### src/hw/rtl/ilt_pkg.sv
`timescale 1ns / 1ps

package ilt_pkg;

  localparam int unsigned MAX_LINE = 8192;

  localparam logic [7:0] CHAR_SEMI    = 8'h3B;
  localparam logic [7:0] CHAR_HASH    = 8'h23;
  localparam logic [7:0] CHAR_LBRACK  = 8'h5B;
  localparam logic [7:0] CHAR_RBRACK  = 8'h5D;
  localparam logic [7:0] CHAR_EQUALS  = 8'h3D;
  localparam logic [7:0] CHAR_NEWLINE = 8'h0A;
  localparam logic [7:0] CHAR_SPACE   = 8'h20;
  localparam logic [7:0] CHAR_TAB     = 8'h09;
  localparam logic [7:0] CHAR_NUL     = 8'h00;

  localparam logic [1:0] KIND_SECTION = 2'd0;
  localparam logic [1:0] KIND_KEY     = 2'd1;
  localparam logic [1:0] KIND_VALUE   = 2'd2;
  localparam logic [1:0] KIND_VERDICT = 2'd3;

  localparam logic [3:0] VERDICT_IGNORED    = 4'd0;
  localparam logic [3:0] VERDICT_SECTION    = 4'd1;
  localparam logic [3:0] VERDICT_PROPERTY   = 4'd2;
  localparam logic [3:0] VERDICT_NO_BRACKET = 4'd3;
  localparam logic [3:0] VERDICT_TRAILING   = 4'd4;
  localparam logic [3:0] VERDICT_NO_EQUALS  = 4'd5;
  localparam logic [3:0] VERDICT_BAD_START  = 4'd6;
  localparam logic [3:0] VERDICT_TOO_LONG   = 4'd7;
  localparam logic [3:0] VERDICT_INCOMPLETE = 4'd8;

  typedef enum logic [4:0] {
    MODE_LEAD    = 5'b00001,
    MODE_IGNORE  = 5'b00010,
    MODE_SECTION = 5'b00100,
    MODE_PROP    = 5'b01000,
    MODE_BAD     = 5'b10000
  } line_mode_e;

  typedef struct packed {
    logic       op;
    logic [7:0] text_byte;
  } in_item_t;

  typedef struct packed {
    logic [1:0] kind;
    logic [7:0] token_byte;
    logic [3:0] verdict;
    logic       is_error;
  } out_item_t;

  typedef struct packed {
    logic      valid;
    out_item_t item;
  } step_res_t;

  function automatic logic is_alnum(logic [7:0] b);
    return (b >= 8'h30 && b <= 8'h39) || (b >= 8'h41 && b <= 8'h5A) ||
           (b >= 8'h61 && b <= 8'h7A);
  endfunction

  function automatic logic is_error_verdict(logic [3:0] v);
    return (v >= VERDICT_NO_BRACKET) && (v <= VERDICT_BAD_START);
  endfunction

endpackage

### src/hw/rtl/ilt_stream_if.sv
`timescale 1ns / 1ps

interface ilt_stream_if #(
  parameter type payload_t = logic
);
  logic     valid;
  logic     ready;
  payload_t data;

  modport source (output valid, output data, input ready);
  modport sink   (input valid, input data, output ready);
endinterface

### src/hw/rtl/ini_line_tokenizer.sv
`timescale 1ns / 1ps
// An accepted input word is held in the input register and, if it makes a result, moves on
// to the result register; words that make no result vanish in the input register.
// Throughput: one input word per cycle; input stalls only if a held result meets a new one.
// Reset: rst_ni clears the line state, the halt flag and both valid flags at once.
// After an error verdict the block swallows all input until the next reset.

module ini_line_tokenizer #(
  parameter int unsigned MaxLine = ilt_pkg::MAX_LINE
) (
  input logic         clk_i,
  input logic         rst_ni,
  ilt_stream_if.sink   in_i,
  ilt_stream_if.source out_o
);

  logic               s1_valid_q;
  ilt_pkg::in_item_t  s1_data_q;
  logic               out_valid_q;
  ilt_pkg::out_item_t out_data_q;
  ilt_pkg::step_res_t res;
  logic               s1_go;

  // The staged word moves on unless it makes a result and the result register is stuck.
  assign s1_go      = s1_valid_q && (!res.valid || !out_valid_q || out_o.ready);
  assign in_i.ready = !s1_valid_q || s1_go;

  ilt_line_fsm #(
    .MaxLine(MaxLine)
  ) u_fsm (
    .clk_i       (clk_i),
    .rst_ni      (rst_ni),
    .item_valid_i(s1_valid_q),
    .item_i      (s1_data_q),
    .step_i      (s1_go),
    .res_o       (res)
  );

  always_ff @(posedge clk_i or negedge rst_ni) begin
    if (!rst_ni) begin
      s1_valid_q <= 1'b0;
    end else if (in_i.ready) begin
      s1_valid_q <= in_i.valid;
    end
  end

  always_ff @(posedge clk_i) begin
    if (in_i.ready && in_i.valid) begin
      s1_data_q <= in_i.data;
    end
  end

  always_ff @(posedge clk_i or negedge rst_ni) begin
    if (!rst_ni) begin
      out_valid_q <= 1'b0;
    end else if (s1_go && res.valid) begin
      out_valid_q <= 1'b1;
    end else if (out_o.ready) begin
      out_valid_q <= 1'b0;
    end
  end

  always_ff @(posedge clk_i) begin
    if (s1_go && res.valid) begin
      out_data_q <= res.item;
    end
  end

  assign out_o.valid = out_valid_q;
  assign out_o.data  = out_data_q;

endmodule

### src/hw/rtl/ilt_line_fsm.sv
`timescale 1ns / 1ps

module ilt_line_fsm #(
  parameter int unsigned MaxLine = ilt_pkg::MAX_LINE
) (
  input  logic               clk_i,
  input  logic               rst_ni,
  input  logic               item_valid_i,
  input  ilt_pkg::in_item_t  item_i,
  input  logic               step_i,
  output ilt_pkg::step_res_t res_o
);

  localparam int unsigned LenW = $clog2(MaxLine + 1);
  localparam logic [LenW-1:0] LenMax = LenW'(MaxLine);

  ilt_pkg::line_mode_e mode_q, mode_d;
  logic [LenW-1:0]     len_q, len_d;
  logic                delim_q, delim_d;
  logic                trail_q, trail_d;
  logic                halted_q, halted_d;

  logic [LenW-1:0] len_inc;
  logic            room;
  logic [3:0]      line_verdict;
  logic [7:0]      b;

  assign b       = item_i.text_byte;
  assign len_inc = (len_q < LenMax) ? len_q + LenW'(1) : len_q;
  assign room    = len_inc < LenMax;

  always_comb begin
    if (len_q >= LenMax) begin
      line_verdict = ilt_pkg::VERDICT_TOO_LONG;
    end else begin
      unique case (mode_q)
        ilt_pkg::MODE_SECTION: begin
          if (!delim_q)     line_verdict = ilt_pkg::VERDICT_NO_BRACKET;
          else if (trail_q) line_verdict = ilt_pkg::VERDICT_TRAILING;
          else              line_verdict = ilt_pkg::VERDICT_SECTION;
        end
        ilt_pkg::MODE_PROP: begin
          line_verdict = delim_q ? ilt_pkg::VERDICT_PROPERTY : ilt_pkg::VERDICT_NO_EQUALS;
        end
        ilt_pkg::MODE_BAD: line_verdict = ilt_pkg::VERDICT_BAD_START;
        default:           line_verdict = ilt_pkg::VERDICT_IGNORED;
      endcase
    end
  end

  always_comb begin
    mode_d   = mode_q;
    len_d    = len_q;
    delim_d  = delim_q;
    trail_d  = trail_q;
    halted_d = halted_q;
    res_o    = '0;

    if (item_valid_i && !halted_q) begin
      if (item_i.op) begin
        // End of stream flushes a partial line only if it has any bytes.
        if (len_q != '0) begin
          mode_d  = ilt_pkg::MODE_LEAD;
          len_d   = '0;
          delim_d = 1'b0;
          trail_d = 1'b0;
          res_o.valid        = 1'b1;
          res_o.item.kind    = ilt_pkg::KIND_VERDICT;
          res_o.item.verdict = ilt_pkg::VERDICT_INCOMPLETE;
        end
      end else if (b == ilt_pkg::CHAR_NUL) begin
        res_o.valid = 1'b0;
      end else if (b == ilt_pkg::CHAR_NEWLINE) begin
        mode_d   = ilt_pkg::MODE_LEAD;
        len_d    = '0;
        delim_d  = 1'b0;
        trail_d  = 1'b0;
        halted_d = ilt_pkg::is_error_verdict(line_verdict);
        res_o.valid         = 1'b1;
        res_o.item.kind     = ilt_pkg::KIND_VERDICT;
        res_o.item.verdict  = line_verdict;
        res_o.item.is_error = ilt_pkg::is_error_verdict(line_verdict);
      end else begin
        len_d = len_inc;
        res_o.item.token_byte = b;
        unique case (mode_q)
          ilt_pkg::MODE_LEAD: begin
            priority if (b == ilt_pkg::CHAR_SPACE || b == ilt_pkg::CHAR_TAB) begin
              mode_d = ilt_pkg::MODE_LEAD;
            end else if (b == ilt_pkg::CHAR_SEMI || b == ilt_pkg::CHAR_HASH) begin
              mode_d = ilt_pkg::MODE_IGNORE;
            end else if (b == ilt_pkg::CHAR_LBRACK) begin
              mode_d = ilt_pkg::MODE_SECTION;
            end else if (ilt_pkg::is_alnum(b)) begin
              mode_d = ilt_pkg::MODE_PROP;
              res_o.valid     = room;
              res_o.item.kind = ilt_pkg::KIND_KEY;
            end else begin
              mode_d = ilt_pkg::MODE_BAD;
            end
          end
          ilt_pkg::MODE_SECTION: begin
            priority if (delim_q) begin
              trail_d = 1'b1;
            end else if (b == ilt_pkg::CHAR_RBRACK) begin
              delim_d = 1'b1;
            end else begin
              res_o.valid     = room;
              res_o.item.kind = ilt_pkg::KIND_SECTION;
            end
          end
          ilt_pkg::MODE_PROP: begin
            if (!delim_q && b == ilt_pkg::CHAR_EQUALS) begin
              delim_d = 1'b1;
            end else begin
              res_o.valid     = room;
              res_o.item.kind = delim_q ? ilt_pkg::KIND_VALUE : ilt_pkg::KIND_KEY;
            end
          end
          default: res_o.valid = 1'b0;
        endcase
      end
    end
  end

  always_ff @(posedge clk_i or negedge rst_ni) begin
    if (!rst_ni) begin
      mode_q   <= ilt_pkg::MODE_LEAD;
      len_q    <= '0;
      delim_q  <= 1'b0;
      trail_q  <= 1'b0;
      halted_q <= 1'b0;
    end else if (step_i) begin
      mode_q   <= mode_d;
      len_q    <= len_d;
      delim_q  <= delim_d;
      trail_q  <= trail_d;
      halted_q <= halted_d;
    end
  end

  // Once halted, only reset brings the block back.
  a_halt_sticky: assert property (@(posedge clk_i) disable iff (!rst_ni)
    halted_q |=> halted_q)
    else $error("halted flag cleared without reset");

  a_error_halts: assert property (@(posedge clk_i) disable iff (!rst_ni)
    (step_i && res_o.valid && res_o.item.is_error) |=> halted_q)
    else $error("error verdict did not halt the block");

  a_quiet_when_halted: assert property (@(posedge clk_i) disable iff (!rst_ni)
    halted_q |-> !res_o.valid)
    else $error("result produced while halted");

  a_len_saturates: assert property (@(posedge clk_i) disable iff (!rst_ni)
    len_q <= LenMax)
    else $error("line length ran past its limit");

endmodule

### src/flat_wrapper.sv
// flat-port wrapper written by rule: the top's interface ports become plain ports
module ini_line_tokenizer_flat import ilt_pkg::*;
#(
  parameter int unsigned MaxLine = ilt_pkg::MAX_LINE
)
  (clk_i, rst_ni, in_i_valid, in_i_data, in_i_ready, out_o_valid, out_o_data, out_o_ready);
  ilt_stream_if #(.payload_t(in_item_t)) in_i_i ();
  ilt_stream_if #(.payload_t(out_item_t)) out_o_i ();
  input logic clk_i;
  input logic rst_ni;
  input wire logic [$bits(in_i_i.valid)-1:0] in_i_valid;
  input wire logic [$bits(in_i_i.data)-1:0] in_i_data;
  output wire logic [$bits(in_i_i.ready)-1:0] in_i_ready;
  output wire logic [$bits(out_o_i.valid)-1:0] out_o_valid;
  output wire logic [$bits(out_o_i.data)-1:0] out_o_data;
  input wire logic [$bits(out_o_i.ready)-1:0] out_o_ready;
  assign in_i_i.valid = in_i_valid;
  assign in_i_i.data = in_i_data;
  assign in_i_ready = in_i_i.ready;
  assign out_o_valid = out_o_i.valid;
  assign out_o_data = out_o_i.data;
  assign out_o_i.ready = out_o_ready;
  ini_line_tokenizer #(.MaxLine(MaxLine)) u_core (.clk_i(clk_i), .rst_ni(rst_ni), .in_i(in_i_i), .out_o(out_o_i));
endmodule
### config.mk
export PLATFORM = sky130hd
export DESIGN_NAME = ini_line_tokenizer_flat
export DESIGN_NICKNAME = d
export VERILOG_FILES = /design/src/hw/rtl/ilt_pkg.sv /design/src/hw/rtl/ilt_stream_if.sv /design/src/hw/rtl/ini_line_tokenizer.sv /design/src/hw/rtl/ilt_line_fsm.sv /design/src/flat_wrapper.sv
export SDC_FILE = /design/constraint.sdc
export NUM_CORES = 1
export LEC_CHECK = 0
export ABC_AREA = 1
export BUFFER_PORTS_ARGS = -buffer_cell sky130_fd_sc_hd__buf_2
export CORE_MARGIN = 4
export CORE_UTILIZATION = 57
export DETAILED_ROUTE_END_ITERATION = 8
export PLACE_DENSITY_LB_ADDON = 0.25
export SYNTH_ARGS = -nofsm -noshare
export SYNTH_HDL_FRONTEND = slang
export SYNTH_SLANG_ARGS = --single-unit
### constraint.sdc
create_clock -name clk_i -period 2.6 [get_ports clk_i]
set_input_delay 0.52 -clock clk_i [delete_from_list [all_inputs] [get_ports clk_i]]
set_output_delay 0.52 -clock clk_i [all_outputs]
set_load 0.1 [all_outputs]
==> out/qor_table.md, run 1 <==
| Group | Result | Reported |
| --- | --- | --- |
| status | Outcome | finished, final reports clean |
| die | Initial standard-cell utilization of the core | 60.0% |
| routing | Length of the first detailed-routing pass in iterations | 4 |
| timing | Max-slew headroom | 61.6% |
| die | Total core area | 4820 um2 |
| timing | Count of pins over their slew limit | 0 |
| routing | Iteration-0 DRC count of the detailed router | 223 |
| global routing | Pin count of the biggest net entering global routing | 27 |
| clock network | Number of buffers on the longest clock path | 2 |
| pwr | Final total power | 0.00135 W |
| synthesis | Count of distinct cell types in the synthesized netlist | 37 |
| clock network | Clock transition at path regs | 0.09 ns |
| worst setup path | Register-to-register path setup slack | 0.30 ns |
| timing | Setup violators final | 0 |
| die | Vertical extent of the die | 79.2 um |
| synthesis | Number of enable flip-flop cells after synthesis | 24 |
| synthesis | Post-synthesis average cell area | 8.15 um2 |
| clock network | Number of levels in the clock H-tree | 2 |
| clock network | Clock tree root driver cell | sky130_fd_sc_hd__clkbuf_8 |
| worst setup path | Critical path type | flip-flop to output port |
| worst setup path | RR Endpoint | u_core.out_o.data[11] |
| timing | Final period demand of the worst path | 2.45 ns |
| worst setup path | Data required, critical path | 2.08 ns |
| finish | Total Nets Final | 409 |
| routing | Number of DRC violations after detailed routing | 0 |
| timing | Actual slew at the worst max-slew pin | 0.576 ns |
| finish | Fraction of final layout cells with drive strength greater than 1 | 22.8% |
| clock network | Post-CTS Hold Buffers | 0 |
| pwr | Static leakage | 1.54 nW |
| clock network | Clock tree from TritonCTS | done |
| synthesis | Mapped Area | 2890 um2 |
| synthesis | Most used DFF post-synth | sky130_fd_sc_hd__edfxtp_1 |
| global routing | Via count of the first global-routing pass | 2269 |
| timing | Final clock period utilization by the worst path | 94.3% |
| routing | Average detailed-routed wire length per instance | 13.4 um |
| finish | N_diodes | 0 |
| routing | Number of nets with antenna violations after detailed routing | 0 |
| timing | Unrepaired setup endpoints after global routing | false |
| finish | Most frequent cells in the layout | sky130_fd_sc_hd__nand2_1 (89), sky130_fd_sc_hd__nor2_1 (51), sky130_fd_sc_hd__inv_1 (42) |
| worst setup path | Type of destination of the critical path | output port |
| global routing | First-pass GRT wire length | 10700 um |
| worst setup path | WP data arrival | 1.93 ns |
| placement | RD Place Congestion | 1.02 |
| worst setup path | Endpoint of the worst setup timing path | in_i_ready |
| synthesis | Synthesized flop and latch total | 48 |
| routing | Vias per cell | 5.20 |
| worst setup path | R2r startpoint | u_core.s1_data_q[1] |
| synthesis | Mapped Cells | 355 |
| clock network | Total number of clock tree sinks | 48 |
| placement | Half-perimeter wire length after placement | 4740 um |
| job | Max capacitance violation total | 0 |
| finish | Leading cell type in the layout, fill and taps excluded | sky130_fd_sc_hd__nand2_1 |
| die | Top-Level Pins | 30 |
| routing | DRT Wirelength | 6200 um |
| timing | Maximum operating frequency | 408 MHz |
| die | Die area | 6280 um2 |
| synthesis | Sequential fraction of the synthesis area | 45.7% |
| global routing | Number of antenna violations at the first check in global routing | 0 |
| worst setup path | Kind of start point of the critical path | flip-flop |
| finish | Area grow syn2layout | 13.1% |
| die | Site Rows | 25 |
| global routing | Total GRT Usage | 21.7% |
| routing | Vias | 2403 |
| worst setup path | CP Launch Point | u_core.s1_data_q[4] |
| finish | Utilization of the core after routing | 67.9% |
| global routing | Grt total ovfl | 0 |
| timing | Largest clock skew in the final design | 0.00885 ns |
| finish | Final non-filler cell total | 462 |
| clock network | Cts bufs inserted | 5 |
| synthesis | Post-Syn Nets | 370 |
| die | Width of the die | 79.2 um |
| worst hold path | Worst hold path type | input pin to async pin |
| pwr | Total power per unit cell area | 412 nW/um2 |
| clock network | Skew-Pair Late Insertion Delay | 0.30 ns |
| worst setup path | Worst Reg2Reg Path Length in Cells | 16 |
| timing | Total negative slack for setup checks | 0 ns |
| placement | Quantity of I/O buffers inserted on ports | 29 |
| timing | Count of final hold-check violations | 0 |
| worst setup path | Maximum fanout count along the critical path | 6 |
| synthesis | Yosys warns | 0 |
| placement | Post-Place Cells | 452 |
| pwr | Worst VDD drop | 0.256 mV |
| synthesis | Post-synthesis async set-or-reset flop share | 50.0% |
kinds of logic after synthesis:
kind of cell / after synthesis / synth area share [%]
adder cells (fa/ha/maj): 2 / 0.865
flip-flops: 48 / 45.7
buffers and inverters: 51 / 7.14
XOR/XNOR: 8 / 2.42
AND/OR/NAND/NOR: 215 / 35.4
AO/OA/AOI/OAI: 31 / 8.44
worst min path at each step:
stage,endpoint,cells after the start,slack [ns],start
after global placement,u_core.u_fsm.mode_q[0],2,0.47,u_core.u_fsm.mode_q[0]
after global routing,u_core.u_fsm.len_q[11],1,0.22,rst_ni
after CTS,u_core.u_fsm.len_q[12],1,0.22,rst_ni
after floorplan,u_core.out_o.valid,0,0.22,rst_ni
after detailed placement,u_core.u_fsm.mode_q[0],2,0.48,u_core.u_fsm.mode_q[0]
final,u_core.u_fsm.len_q[11],1,0.20,rst_ni
synthesized netlist by cell type, drive strengths merged (2+ instances only):
master,number,area [um2]
nor4,2,12.5
nor2,58,245
nand2,101,417
clkbuf,4,15.0
ha,2,25.0
nand4,10,77.6
xnor2,2,17.5
nand3b,3,22.5
xor2,6,52.6
edfxtp,24,721
o21ai,19,144
buf,2,22.5
a21oi,8,66.3
inv,45,169
dfrtp,23,576
nand3,27,170
nor3,12,65.1
through the flow:
| step | setup WS [ns] | instance area (um2) | hold slack, ns |
|---|---|---|---|
| after global placement | 0.349 | 3150 | 0.468 |
| after global routing | 0.0207 | 3270 | 0.224 |
| after CTS | 0.113 | 3230 | 0.223 |
| after floorplan | 0.127 | 2890 | 0.224 |
| final | 0.147 | 3270 | 0.201 |
| after detailed placement | 0.303 | 3150 | 0.479 |
cell type report:
cell class / count / area (um2)
clock buffer: 6 / 72.6
clock inverter: 2 / 11.3
fill: 423 / 1550
inverter: 45 / 169
multi-input combinational: 256 / 1380
sequential: 48 / 1320
tap: 67 / 83.8
timing repair buffer: 38 / 228
critical path, cell delays in order (launching register included):
cell,delay (ns)
sky130_fd_sc_hd__edfxtp_1,0.47
sky130_fd_sc_hd__inv_1,0.14
sky130_fd_sc_hd__nand2_1,0.09
sky130_fd_sc_hd__nor2_4,0.14
sky130_fd_sc_hd__nand4_4,0.09
sky130_fd_sc_hd__nand2_1,0.12
sky130_fd_sc_hd__inv_1,0.15
sky130_fd_sc_hd__nand2_4,0.14
sky130_fd_sc_hd__nand2_4,0.09
sky130_fd_sc_hd__buf_12,0.18
sequential cells by signal, indices dropped and copies added (netlist names):
| name | cells |
|---|---|
| u_core.out_o.data | 15 |
| u_core.u_fsm.len_q | 14 |
| u_core.s1_data_q | 9 |
| u_core.u_fsm.mode_q | 5 |
| u_core.out_o.valid | 1 |
| u_core.s1_valid_q | 1 |
| u_core.u_fsm.delim_q | 1 |
| u_core.u_fsm.halted_q | 1 |
| u_core.u_fsm.trail_q | 1 |
routing by layer:
metal	up-vias	part of all wire [%]	track usage (%)	routed length, um
li1	1230	-	-	-
met3	11	6.3	4.31	388
met4	0	2.1	7.73	130
met5	-	0	0	0
met1	1083	49	31.5	3050
met2	79	42	32.2	2630
power breakdown:
| group | leakage, nW | switching, W | internal [W] |
|---|---|---|---|
| Sequential | 0.580 | 0.0000124 | 0.000808 |
| Clock | 0.0388 | 0.000245 | 0.000187 |
| Combinational | 0.922 | 0.0000660 | 0.0000281 |
repair_timing:
action	4_1_cts	5_1_grt
setup buffers	0	2
gates resized for setup	0	6
endpoints found under the setup margin	0	1
(Power assumes the default switching activity.)
==> inputs of run 2 (changes only) <==
--- a/config.mk
+++ b/config.mk
@@ -8,7 +8,7 @@
 export ABC_AREA = 1
 export BUFFER_PORTS_ARGS = -buffer_cell sky130_fd_sc_hd__buf_2
 export CORE_MARGIN = 4
-export CORE_UTILIZATION = 57
+export CORE_UTILIZATION = 59
 export DETAILED_ROUTE_END_ITERATION = 8
 export PLACE_DENSITY_LB_ADDON = 0.25
 export SYNTH_ARGS = -nofsm -noshare
==> out/qor_table.md, run 2 (synthesis gave the netlist of run 1 again) <==
| Group | Result | Reported | Delta |
| --- | --- | --- | --- |
| status | Outcome | finished, final reports clean |  |
| timing | Count of pins over their slew limit | 0 | unchanged |
| pwr | Worst VDD drop | 0.382 mV | +49% |
| global routing | Total GRT Usage | 21.7% | -0.074 points |
| pwr | Switching power | 0.000307 W | -5.0% |
| global routing | Met2 Resource Use GR | 38.4% | +6.1 points |
| timing | Setup violators final | 0 | unchanged |
| worst setup path | Worst Reg2Reg Path Length in Cells | 13 | -3 |
| clock network | Total number of clock tree sinks | 48 | unchanged |
| global routing | GR met3 Demand/Resource | 3.71% | -0.60 points |
| timing | Largest clock skew in the final design | 0.00626 ns | -0.00259 ns |
| die | Width of the die | 78.0 um | -1.5% |
| worst setup path | R2r startpoint | u_core.u_fsm.len_q[5] |  |
| clock network | Number of buffers on the longest clock path | 2 | unchanged |
| clock network | Skew-Pair Late Insertion Delay | 0.30 ns | about the same |
| die | Top-Level Pins | 30 | unchanged |
| pwr | Total power per unit cell area | 436 nW/um2 | +5.9% |
| routing | Number of DRC violations after detailed routing | 0 | unchanged |
| clock network | Number of levels in the clock H-tree | 2 | unchanged |
| finish | Final non-filler cell total | 464 | +0.43% |
| timing | Total negative slack for setup checks | 0 ns | unchanged |
| pwr | Share of power burned in registers | 57.1% | -3.9 points |
| clock network | Clock tree from TritonCTS | done |  |
| timing | Final clock period utilization by the worst path | 93.6% | -0.71 points |
| worst setup path | RR Endpoint | u_core.out_o.data[13] |  |
| pwr | Relative contribution of the clock network to total power | 36.0% | +4.0 points |
| pwr | Cell-internal power | 0.00113 W | +10% |
| routing | Iteration-0 DRC count of the detailed router | 207 | -7.2% |
| global routing | Via count of the first global-routing pass | 2372 | +4.5% |
| routing | Average detailed-routed wire length per instance | 13.2 um | -1.7% |
| global routing | Grt total ovfl | 0 | unchanged |
| worst setup path | Kind of start point of the critical path | flip-flop |  |
| job | Max capacitance violation total | 0 | unchanged |
| global routing | First-pass GRT wire length | 10600 um | -0.71% |
| timing | Unrepaired setup endpoints after global routing | false |  |
| routing | Vias per cell | 5.27 | +1.3% |
| pwr | Static leakage | 1.56 nW | +1.3% |
| timing | Actual slew at the worst max-slew pin | 0.539 ns | -0.0364 ns |
| timing | Maximum operating frequency | 411 MHz | +0.76% |
| worst setup path | Data required, critical path | 2.08 ns | about the same |
| die | Total core area | 4720 um2 | -1.9% |
| pwr | Gate power share | 6.9% | about the same |
| global routing | Most used routing layer in global routing | met2 |  |
| pwr | Proportion of total power due to net switching | 21.4% | -2.6 points |
| pwr | Final total power | 0.00144 W | +6.7% |
| finish | Fraction of final layout cells with drive strength greater than 1 | 23.2% | +0.39 points |
| finish | N_diodes | 0 | unchanged |
| routing | Length of the first detailed-routing pass in iterations | 4 | unchanged |
| placement | Half-perimeter wire length after placement | 4690 um | -0.99% |
| worst hold path | Worst hold path type | input pin to async pin |  |
| timing | Count of final hold-check violations | 0 | unchanged |
| timing | Final period demand of the worst path | 2.43 ns | -0.0185 ns |
| finish | Most frequent cells in the layout | sky130_fd_sc_hd__nand2_1 (90), sky130_fd_sc_hd__nor2_1 (52), sky130_fd_sc_hd__inv_1 (40) |  |
| clock network | Clock tree root driver cell | sky130_fd_sc_hd__clkbuf_8 |  |
| global routing | Pin count of the biggest net entering global routing | 27 | unchanged |
| worst setup path | Maximum fanout count along the critical path | 6 | unchanged |
| worst setup path | WP data arrival | 1.91 ns | -0.02 ns |
| die | Die area | 6080 um2 | -3.1% |
| worst setup path | Type of destination of the critical path | output port |  |
| finish | Leading cell type in the layout, fill and taps excluded | sky130_fd_sc_hd__nand2_1 |  |
| timing | Max-slew headroom | 64.1% | +2.4 points |
| finish | Area grow syn2layout | 14.0% |  |
| placement | Quantity of I/O buffers inserted on ports | 29 | unchanged |
| routing | Vias | 2445 | +1.7% |
| finish | Number of flip-flops in the largest register | 15 | unchanged |
| placement | RD Place Congestion | 0.934 | -8.8% |
| placement | Post-Place Cells | 451 | -0.22% |
| clock network | Clock transition at path regs | 0.08 ns | about the same |
| worst setup path | Critical path type | flip-flop to output port |  |
| routing | DRT Wirelength | 6120 um | -1.3% |
| die | Vertical extent of the die | 78.0 um | -1.5% |
| die | Site Rows | 25 | unchanged |
| global routing | Number of antenna violations at the first check in global routing | 0 | unchanged |
| routing | Number of nets with antenna violations after detailed routing | 0 | unchanged |
| clock network | Cts bufs inserted | 5 | unchanged |
| global routing | GR Util met1 | 27.6% | -4.0 points |
| finish | Total Nets Final | 411 | +0.49% |
| die | Initial standard-cell utilization of the core | 61.2% | +1.2 points |
| worst setup path | Register-to-register path setup slack | 0.29 ns | about the same |
[run 2: per-layer routing]
metal / wire length, um / share of wire (%)
met1: 2650 / 43
met3: 295 / 4.8
met5: 0 / 0
met2: 3110 / 51
met4: 66 / 1.1
[run 2: stage by stage]
step           hold WS [ns]  instance area [um2]  util (%)  setup slack [ns]
2_1_floorplan         0.224                 2890         -             0.127
3_3_place_gp          0.471                 3140      66.5             0.357
3_5_place_dp          0.477                 3140      66.5             0.283
4_1_cts               0.218                 3250      68.8             0.138
5_1_grt               0.231                 3300      69.8            0.0232
6_report              0.193                 3300      69.8             0.166
[run 2: final cells by class]
| cell class | count | area [um2] |
|---|---|---|
| Fill cell | 393 | 1430 |
| Multi-Input combinational cell | 256 | 1370 |
| Sequential cell | 48 | 1320 |
| Timing Repair Buffer | 40 | 243 |
| Inverter | 45 | 169 |
| Tap cell | 67 | 83.8 |
| Clock buffer | 7 | 76.3 |
| Clock inverter | 1 | 30.0 |
[run 2: timing repair]
action | in CTS | in global routing
resized for setup | 0 | 5
hold buffers | 0 | 0
buffers inserted | 0 | 5
setup endpoints to repair | 0 | 16
[run 2: how the worst max path moves through the flow]
stage | from | end | slack [ns] | depth (start not counted)
floorplan | u_core.s1_data_q[6] | u_core.out_o.data[0] | 0.13 | 15
global placement | u_core.s1_data_q[1] | u_core.out_o.data[8] | 0.36 | 16
detailed placement | u_core.s1_data_q[1] | u_core.out_o.data[6] | 0.28 | 16
CTS | u_core.s1_data_q[1] | in_i_ready | 0.14 | 12
global route | u_core.s1_data_q[7] | in_i_ready | 0.02 | 12
finish | u_core.u_fsm.len_q[1] | in_i_ready | 0.17 | 9
[run 2: power by group through the flow]
stage          registers [W]  clock network [W]   logic, W
2_1_floorplan       0.000833                  0  0.0000564
3_3_place_gp        0.000837                  0  0.0000884
3_5_place_dp        0.000837                  0  0.0000889
4_1_cts             0.000821           0.000527  0.0000901
5_1_grt             0.000821           0.000558   0.000112
6_report            0.000820           0.000516  0.0000997
[run 2: worst max-delay path, cell delays in order, from the launching register on]
cell	delay, ns
sky130_fd_sc_hd__dfrtp_1	0.44
sky130_fd_sc_hd__inv_1	0.08
sky130_fd_sc_hd__ha_1	0.19
sky130_fd_sc_hd__nand3_1	0.08
sky130_fd_sc_hd__nor2_1	0.05
sky130_fd_sc_hd__nand2_1	0.07
sky130_fd_sc_hd__nand3_2	0.14
sky130_fd_sc_hd__a21oi_4	0.25
sky130_fd_sc_hd__nand2_4	0.12
sky130_fd_sc_hd__buf_12	0.18
